File: src/hdl/mhp_pkg.sv
package mhp_pkg;

   localparam int unsigned ADDR_W = 48;
   localparam int unsigned CONF_W = 8;
   localparam logic [63:0] HASH_SEED = 64'h165667b1d3a2646c;
   localparam int unsigned RESULT_CAP = 4;

   // configuration register indexes
   localparam logic [2:0] REG_BLOCK_SIZE_LOG2 = 3'd0;
   localparam logic [2:0] REG_ISSUE_DEGREE = 3'd1;
   localparam logic [2:0] REG_CANDIDATE_LIMIT = 3'd2;
   localparam logic [2:0] REG_CONF_THRESHOLD = 3'd3;
   localparam logic [2:0] REG_CONF_CEILING = 3'd4;
   localparam logic [2:0] REG_CONF_START = 3'd5;

   typedef struct packed {
      logic [3:0] block_size_log2;
      logic [2:0] issue_degree;
      logic [2:0] candidate_limit;
      logic [7:0] confidence_threshold;
      logic [7:0] confidence_ceiling;
      logic [7:0] confidence_start;
   } cfg_type;

   // arithmetic right shift of a 64-bit word
   function automatic logic [63:0] asr(input logic [63:0] x, input int unsigned n);
      asr = 64'($signed(x) >>> n);
   endfunction

   // one hash mixing round (six adds deep)
   function automatic logic [63:0] mix(input logic [63:0] k_in);
      logic [63:0] k;
      k = (~k_in) + (k_in << 21);
      k = k ^ asr(k, 24);
      k = (k + (k << 3)) + (k << 8);
      k = k ^ asr(k, 14);
      k = (k + (k << 2)) + (k << 4);
      k = k ^ asr(k, 28);
      k = k + (k << 31);
      mix = k;
   endfunction

endpackage

File: src/hdl/mhp_hash.sv
// Iterative history hash: one mix stage per cycle.
// Each slot takes three mix steps: mix(h), mix(b), mix(mix(b)).
module mhp_hash #(
   parameter int unsigned HISTORY_DEPTH = 4
) (
   input  logic clock,
   input  logic reset,
   input  logic start,
   input  logic [HISTORY_DEPTH-1:0][mhp_pkg::ADDR_W-1:0] history,
   output logic done,
   output logic [63:0] hash
);

   localparam int unsigned SLOT_W = (HISTORY_DEPTH > 1) ? $clog2(HISTORY_DEPTH) : 1;

   logic busy_ff, busy_in;
   logic done_ff, done_in;
   logic [1:0] phase_ff, phase_in;
   logic [SLOT_W-1:0] slot_ff, slot_in;
   logic [63:0] h_ff, h_in;
   logic [63:0] mh_ff, mh_in;
   logic [63:0] mb_ff, mb_in;
   logic [63:0] mix_arg, mix_out;

   always_comb begin
      unique case (phase_ff)
         2'd0: mix_arg = h_ff;
         2'd1: mix_arg = {16'd0, history[slot_ff]};
         default: mix_arg = mb_ff;
      endcase
      mix_out = mhp_pkg::mix(mix_arg);
   end

   // step sequencing
   always_comb begin
      busy_in = busy_ff;
      done_in = 1'b0;
      phase_in = phase_ff;
      slot_in = slot_ff;
      h_in = h_ff;
      mh_in = mh_ff;
      mb_in = mb_ff;
      if (start) begin
         busy_in = 1'b1;
         phase_in = 2'd0;
         slot_in = '0;
         h_in = mhp_pkg::HASH_SEED;
      end else if (busy_ff) begin
         priority if (phase_ff == 2'd0) begin
            mh_in = mix_out;
            phase_in = 2'd1;
         end else if (phase_ff == 2'd1) begin
            mb_in = mix_out;
            phase_in = 2'd2;
         end else begin
            h_in = mh_ff ^ mix_out;
            phase_in = 2'd0;
            if (slot_ff == SLOT_W'(HISTORY_DEPTH - 1)) begin
               busy_in = 1'b0;
               done_in = 1'b1;
            end else begin
               slot_in = slot_ff + 1'b1;
            end
         end
      end
   end

   always_ff @(posedge clock) begin
      if (reset) begin
         busy_ff <= 1'b0;
         done_ff <= 1'b0;
         phase_ff <= 2'd0;
         slot_ff <= '0;
      end else begin
         busy_ff <= busy_in;
         done_ff <= done_in;
         phase_ff <= phase_in;
         slot_ff <= slot_in;
      end
      h_ff <= h_in;
      mh_ff <= mh_in;
      mb_ff <= mb_in;
   end

   assign done = done_ff;
   assign hash = h_ff;

   // done is a single pulse
   a_done_pulse: assert property (@(posedge clock) disable iff (reset)
      done_ff |=> !done_ff) else $error("hash done held");
   a_done_after_busy: assert property (@(posedge clock) disable iff (reset)
      $rose(done_ff) |-> $past(busy_ff)) else $error("hash done without run");
   a_phase_range: assert property (@(posedge clock) disable iff (reset)
      phase_ff != 2'd3) else $error("hash phase invalid");

endmodule

File: config.mk
export PLATFORM = sky130hd
export DESIGN_NAME = mhp_hash
export DESIGN_NICKNAME = d
export VERILOG_FILES = /design/src/hdl/mhp_pkg.sv /design/src/hdl/mhp_hash.sv
export SDC_FILE = /design/constraint.sdc
export NUM_CORES = 1
export LEC_CHECK = 0
export ABC_AREA = 0
export BUFFER_PORTS_ARGS = -buffer_cell sky130_fd_sc_hd__buf_4
export CAP_MARGIN = 10
export CORE_AREA = 2 2 290 363
export CTS_BUF_LIST = sky130_fd_sc_hd__clkbuf_4 sky130_fd_sc_hd__clkbuf_8
export DETAILED_ROUTE_END_ITERATION = 10
export DIE_AREA = 0 0 292 365
export GPL_TIMING_DRIVEN = 0
export PLACE_DENSITY_LB_ADDON = 0.25
export SETUP_SLACK_MARGIN = 0.1
export SLEW_MARGIN = 20
export SYNTH_ARGS = -nofsm -noshare
export SYNTH_HDL_FRONTEND = slang
export SYNTH_SLANG_ARGS = --single-unit
export TNS_END_PERCENT = 20
File: constraint.sdc
create_clock -name clock -period 15 [get_ports clock]
set_input_delay 2.25 -clock clock [delete_from_list [all_inputs] [get_ports clock]]
set_output_delay 2.25 -clock clock [all_outputs]
set_load 0.01 [all_outputs]
==> impl_metrics.env, run 1 <==
export IMPL_status="complete, no violations"
export IMPL_synth_seq_area_share=0.205
export IMPL_wl_met2_mm=53.4
export IMPL_min_from="hash[18]"
export IMPL_ant_nets=0
export IMPL_dieArea_sq_um=107000
export IMPL_port_buffers=258
export IMPL_cts_sink_count=198
export IMPL_dieWidth_um=292
export IMPL_drive_gt1_frac=0.348
export IMPL_slew_headroom=0.247
export IMPL_diodes=0
export IMPL_htree_levels=4
export IMPL_layout_nets=3915
export IMPL_cts_tree="built"
export IMPL_min_delay_worst_endpoint="hash[18]"
export IMPL_end_kind="register"
export IMPL_async_flop_share=0
export IMPL_fin_skew_ns=0.0299
export IMPL_placedInstanceArea_sq_um=29600
export IMPL_firstDrtPassIters=6
export IMPL_finalSetupTns_ns=0
export IMPL_filler_cell_count=10523
export IMPL_critical_path_max_stage_delay_ns=0.54
export IMPL_crit_path_max_fanout=6
export IMPL_dr_wl_met3_mm=4.46
export IMPL_grt_start_max_net_pins=36
export IMPL_hold_ws_ns=0.496
export IMPL_synth_flop_cell="edfxtp_1"
export IMPL_multi_input_area_sq_um=22900
export IMPL_crit_slowest_cell="or4_4"
export IMPL_hp_class="register to register"
export IMPL_criticalPathCategory="input pin to register"
export IMPL_core_rowCount=132
export IMPL_min_period_ns=14.95
export IMPL_syn_num_nets=3377
export IMPL_antenna_found_initial=1
export IMPL_initialDrtViolationCount=1502
export IMPL_required_ns=15.36
export IMPL_setup_violations=0
export IMPL_synth_area_sq_um=25600
export IMPL_vias_per_cell=5.06
export IMPL_drt_total_wl_mm=108
export IMPL_synth_cell_types=109
export IMPL_syn_area_per_cell_sq_um=8.88
export IMPL_grt_pass1_wl_mm=157
export IMPL_yosysWarnings=0
export IMPL_coreArea_sq_um=103000
export IMPL_drc=0
export IMPL_worst_pin_slew_ns=1.12
export IMPL_holdPathStages=2
export IMPL_reg2reg_depth=72
export IMPL_syn_inst=2887
export IMPL_critPathLaunchType="input pin"
export IMPL_fmax_ghz=0.0669
export IMPL_grt_pass1_vias=23925
export IMPL_finalHoldViolCount=0
export IMPL_wire_per_inst_um=22.7
export IMPL_fin_area_sq_um=35800
export IMPL_clk_path_buf_depth=2
export IMPL_clkTransAtPathRegs_ns=0.11
export IMPL_clockRootBuffer="clkbuf_8"
export IMPL_cp_common_cell="a21o_1"
export IMPL_grt_overflow_total=0
export IMPL_maxSlewViolCount=0
export IMPL_syn2layout_area_growth_pct=39.9
export IMPL_rr_startpoint="phase_ff[1]"
export IMPL_die_height_um=365
export IMPL_place_detailed_hpwl_mm=88.7
export IMPL_numCtsBuffers=17
export IMPL_regArea_sq_um=5250
export IMPL_gp_congestion=0.930
export IMPL_fin_ws_ns=0.0509
export IMPL_grt_setup_unrepaired="yes"
export IMPL_io_pins=260
export IMPL_grt_total_usage=0.196
export IMPL_synth_edf_count=128
export IMPL_initial_core_util=0.248
export IMPL_num_vias=24178
export IMPL_dr_max_layer_used="met4"
export IMPL_ctsHoldBuffers=0
export IMPL_post_place_ws_ns=-5.31
export IMPL_drv_cap=0
export IMPL_synth_ff_latch_count=198
export IMPL_fin_crit_sh=0.997
export IMPL_worst_r2r_endpoint="hash[60]"
export IMPL_rrSetupSlack_ns=0.18
export IMPL_worstPathArrival_ns=15.31
export IMPL_wl_met1_mm=42.7
export IMPL_insertion_delay_ns=0.51
-- per-stage QoR --
stage,instances,util
detailed placement,4487,0.286
floorplan,2887,-
finish,4778,0.347
CTS,4712,0.332
global placement,4485,0.286
global route,4778,0.347
-- state kept, by name, summed over array words and instances, names as in the netlist --
signal / count
phase_ff: 2
hash: 64
done: 1
busy_ff: 1
mb_ff: 64
slot_ff: 2
mh_ff: 64
-- placed cells by master, fill, tap and decap left out, drive strengths merged, types with 32 or more instances in the layout --
cell type | synthesis | final
o21bai | 33 | 33
xor2 | 163 | 163
mux2i | 63 | 63
nor2b | 50 | 50
nor2 | 160 | 160
buf | 38 | 572
dfxtp | 70 | 70
o21ai | 111 | 111
inv | 204 | 210
and2 | 32 | 32
a21o | 126 | 126
xnor2 | 321 | 321
nand2 | 194 | 194
ha | 230 | 230
a21oi | 207 | 207
clkbuf | 73 | 75
and3 | 38 | 38
edfxtp | 128 | 128
nand3 | 35 | 35
nor3 | 46 | 46
fa | 65 | 65
a211oi | 46 | 46
-- cells in the mapped netlist (all sizes together), types with 21 or more instances --
cell,count,share of area
o21ai,111,0.022
buf,38,0.011
nand2b,21,0.0051
mux2i,63,0.025
xnor2,321,0.12
nor2,160,0.023
o21a,26,0.0076
nand2,194,0.028
a21o,126,0.037
nor2b,50,0.012
and3,38,0.0093
a22oi,22,0.0064
xor2,163,0.056
a21oi,207,0.041
nor3,46,0.0092
nand3,35,0.0068
and2,32,0.0078
fa,65,0.051
edfxtp,128,0.15
a211oi,46,0.015
ha,230,0.11
o21bai,33,0.0097
o211ai,28,0.0087
clkbuf,73,0.011
dfxtp,70,0.055
mux4,21,0.018
inv,204,0.030
-- layer usage --
metal / GRT usage / vias to the layer above
met5: 0 / -
met4: 0.120 / 0
met3: 0.0161 / 162
met2: 0.350 / 725
met1: 0.228 / 11884
li1: - / 11407
-- critical path: cells and delay by family --
kind,cells,cell delay [ns]
buffers and inverters,14,1.55
adder cells (fa/ha/maj),7,2.45
AND/OR/NAND/NOR,13,2.55
XOR/XNOR,8,1.49
multiplexers,2,0.71
AO/OA/AOI/OAI,24,4.26
-- cell families after synthesis --
kind of cell	after synthesis	synth area share
buffers and inverters	317	0.0522
xor gates and xnor gates	493	0.181
muxes	101	0.0512
adders and majority gates	310	0.169
DFF	198	0.205
and+or+nand+nor	669	0.129
AOI/OAI and AO/OA	799	0.213
-- final cells by class --
class | count | area share
clock buffer | 17 | 0.00653
clock inverter | 15 | 0.00517
buffer | 98 | 0.0195
sequential | 198 | 0.146
multi-input combinational | 2372 | 0.637
tap | 1340 | 0.0468
timing repair buffer | 532 | 0.117
inverter | 206 | 0.0216
-- how the worst max path moves through the flow --
| stage | from | to | depth (start not counted) |
|---|---|---|---|
| after CTS | history[157] | hash[62] | 63 |
| after global routing | history[166] | hash[58] | 68 |
| after floorplan | history[166] | hash[62] | 65 |
| after global placement | slot_ff[0] | hash[63] | 64 |
| final | history[157] | hash[60] | 68 |
| after detailed placement | slot_ff[0] | hash[63] | 68 |
-- what timing repair did --
item | CTS | global route
gates resized for setup | 515 | 206
setup endpoints to repair | 178 | 79
cloned | 1 | 0
pin swaps | 230 | 148
hold endpoints to repair | 0 | 0
setup buffers | 202 | 70
Power of run 1 is not shown: default switching activity piles up to over one toggle a cycle in this logic, so the estimate is an artifact.
==> run 2, diff against run 1 <==
--- a/config.mk
+++ b/config.mk
@@ -6,12 +6,12 @@
 export NUM_CORES = 1
 export LEC_CHECK = 0
 export ABC_AREA = 0
-export BUFFER_PORTS_ARGS = -buffer_cell sky130_fd_sc_hd__buf_4
 export CAP_MARGIN = 10
 export CORE_AREA = 2 2 290 363
 export CTS_BUF_LIST = sky130_fd_sc_hd__clkbuf_4 sky130_fd_sc_hd__clkbuf_8
 export DETAILED_ROUTE_END_ITERATION = 10
 export DIE_AREA = 0 0 292 365
+export DONT_BUFFER_PORTS = 1
 export GPL_TIMING_DRIVEN = 0
 export PLACE_DENSITY_LB_ADDON = 0.25
 export SETUP_SLACK_MARGIN = 0.1
==> run 2 against run 1 <==
Compared with the run above:
- setup slack got worse by 0.20 ns
- register-to-register slack worse by 0.20 ns
- first-iteration DRC count down 2.5%
- hold slack improved by 0.048 ns
- critical endpoint is now hash[63]
- the flow now finishes with violations (setup timing)
- critical path depth shrank 5
- global-route usage down 0.078 points
- highest routed layer unchanged
- final cell count down 5.5%
==> impl_metrics.env, run 2 (synthesized netlist as in run 1, its figures left out) <==
export IMPL_status="finished, violations left"
export IMPL_violations="setup timing"
export IMPL_crit_slowest_cell="a222oi_1"
export IMPL_place_detailed_hpwl_mm=88.2
export IMPL_worst_pin_slew_ns=1.18
export IMPL_drive_gt1_frac=0.291
export IMPL_grt_total_usage=0.195
export IMPL_finalSetupTns_ns=-0.557
export IMPL_wire_per_inst_um=23.9
export IMPL_fin_ws_ns=-0.150
export IMPL_min_from="hash[8]"
export IMPL_grt_start_max_net_pins=46
export IMPL_grt_overflow_total=0
export IMPL_coreArea_sq_um=103000
export IMPL_vias_per_cell=5.15
export IMPL_setup_violations=8
export IMPL_utilization=0.328
export IMPL_critical_path_max_stage_delay_ns=0.89
export IMPL_worst_r2r_endpoint="hash[63]"
export IMPL_io_pins=260
export IMPL_grt_setup_unrepaired="yes"
export IMPL_core_rowCount=132
export IMPL_ant_nets=0
export IMPL_firstDrtPassIters=5
export IMPL_initial_core_util=0.248
export IMPL_grt_pass1_wl_mm=154
export IMPL_min_period_ns=15.15
export IMPL_clk_path_buf_depth=2
export IMPL_numCtsBuffers=17
export IMPL_final_cell_mix="buf_4 (245), xnor2_1 (213), nand2_1 (183), inv_1 (180), ha_1 (167)"
export IMPL_ctsHoldBuffers=0
export IMPL_reg2reg_depth=74
export IMPL_dieArea_sq_um=107000
export IMPL_fin_skew_ns=0.0201
export IMPL_slew_headroom=0.210
export IMPL_crit_path_max_fanout=7
export IMPL_filler_cell_count=10631
export IMPL_rr_startpoint="slot_ff[0]"
export IMPL_cts_sink_count=198
export IMPL_criticalPathCategory="input pin to register"
export IMPL_dieWidth_um=292
export IMPL_drc=0
export IMPL_clockRootBuffer="clkbuf_8"
export IMPL_holdPathStages=2
export IMPL_required_ns=15.37
export IMPL_syn2layout_area_growth_pct=32.2
export IMPL_fmax_ghz=0.0660
export IMPL_end_kind="register"
export IMPL_rrSetupSlack_ns=-0.02
export IMPL_layout_nets=3641
export IMPL_die_height_um=365
export IMPL_critPathLaunchType="input pin"
export IMPL_gp_congestion=0.937
export IMPL_antenna_found_initial=12
export IMPL_fin_crit_sh=1.01
export IMPL_grt_pass1_vias=23107
export IMPL_htree_levels=4
export IMPL_num_vias=23228
export IMPL_drv_cap=0
export IMPL_drt_total_wl_mm=108
export IMPL_maxSlewViolCount=0
export IMPL_cts_tree="built"
export IMPL_port_buffers=0
export IMPL_final_common_cell="buf_4"
export IMPL_clkTransAtPathRegs_ns=0.11
export IMPL_min_delay_worst_endpoint="hash[8]"
export IMPL_fin_area_sq_um=33900
export IMPL_finalHoldViolCount=0
export IMPL_placedInstanceArea_sq_um=27600
export IMPL_insertion_delay_ns=0.50
export IMPL_initialDrtViolationCount=1465
export IMPL_hp_class="register to register"
export IMPL_worstPathArrival_ns=15.52
==> run 2: worst max-delay path, delay by kind of cell <==
family / cells / cell delay, ns
fa+ha+maj: 7 / 2.11
buf+inv: 8 / 1.10
xor+xnor: 8 / 1.78
mux: 2 / 0.40
simple gates: 13 / 2.65
compound gates: 25 / 5.18
==> run 2: worst max path at each step <==
stage / startpoint / to / slack (ns) / depth (start not counted)
3_5_place_dp: slot_ff[0] / hash[63] / -5.20 / 67
3_3_place_gp: slot_ff[0] / hash[63] / -5.32 / 68
5_1_grt: history[129] / hash[63] / -0.57 / 61
4_1_cts: history[145] / hash[62] / 0.02 / 65
2_1_floorplan: history[166] / hash[62] / 0.11 / 65
6_report: history[129] / hash[63] / -0.15 / 63
==> run 2: layout make-up <==
| cell class | instances | area [sq um] | share of cell area |
|---|---|---|---|
| multi-input cells | 2372 | 23000 | 0.679 |
| flip-flops and latches | 198 | 5250 | 0.155 |
| repair buffers | 258 | 2080 | 0.0614 |
| well taps | 1340 | 1680 | 0.0495 |
| inverters | 206 | 773 | 0.0228 |
| plain buffers | 98 | 677 | 0.0200 |
| clock buffers | 17 | 234 | 0.00690 |
| clock inverters | 15 | 179 | 0.00528 |
| diodes | 9 | 22.5 | 0.000665 |
==> run 2: metal layers <==
metal  wire, um  share of wire  vias to the layer above  global-route usage
met5          0              0                        -                   0
met4       8070          0.075                        0               0.124
met3       4690          0.044                      196              0.0235
met2      54700           0.51                      682               0.359
met1      40400           0.37                    11458               0.213
li1           -              -                    10892                   -
==> run 2: what timing repair did <==
item                                    in CTS  in global routing
pin swaps                                  196                171
endpoints found under the setup margin     191                 81
resized for setup                          483                249
buffers inserted                           180                 75
endpoints found under the hold margin        0                  0
==> run 2: stage by stage <==
stage / setup WS, ns / instances / hold WS, ns
after global routing: -0.572 / 4512 / 0.559
after global placement: -5.32 / 4227 / 0.516
final: -0.150 / 4513 / 0.544
after floorplan: 0.112 / 2887 / 0.487
after CTS: 0.0194 / 4434 / 0.537
after detailed placement: -5.20 / 4229 / 0.521
Power of run 2 is left out for the same reason.
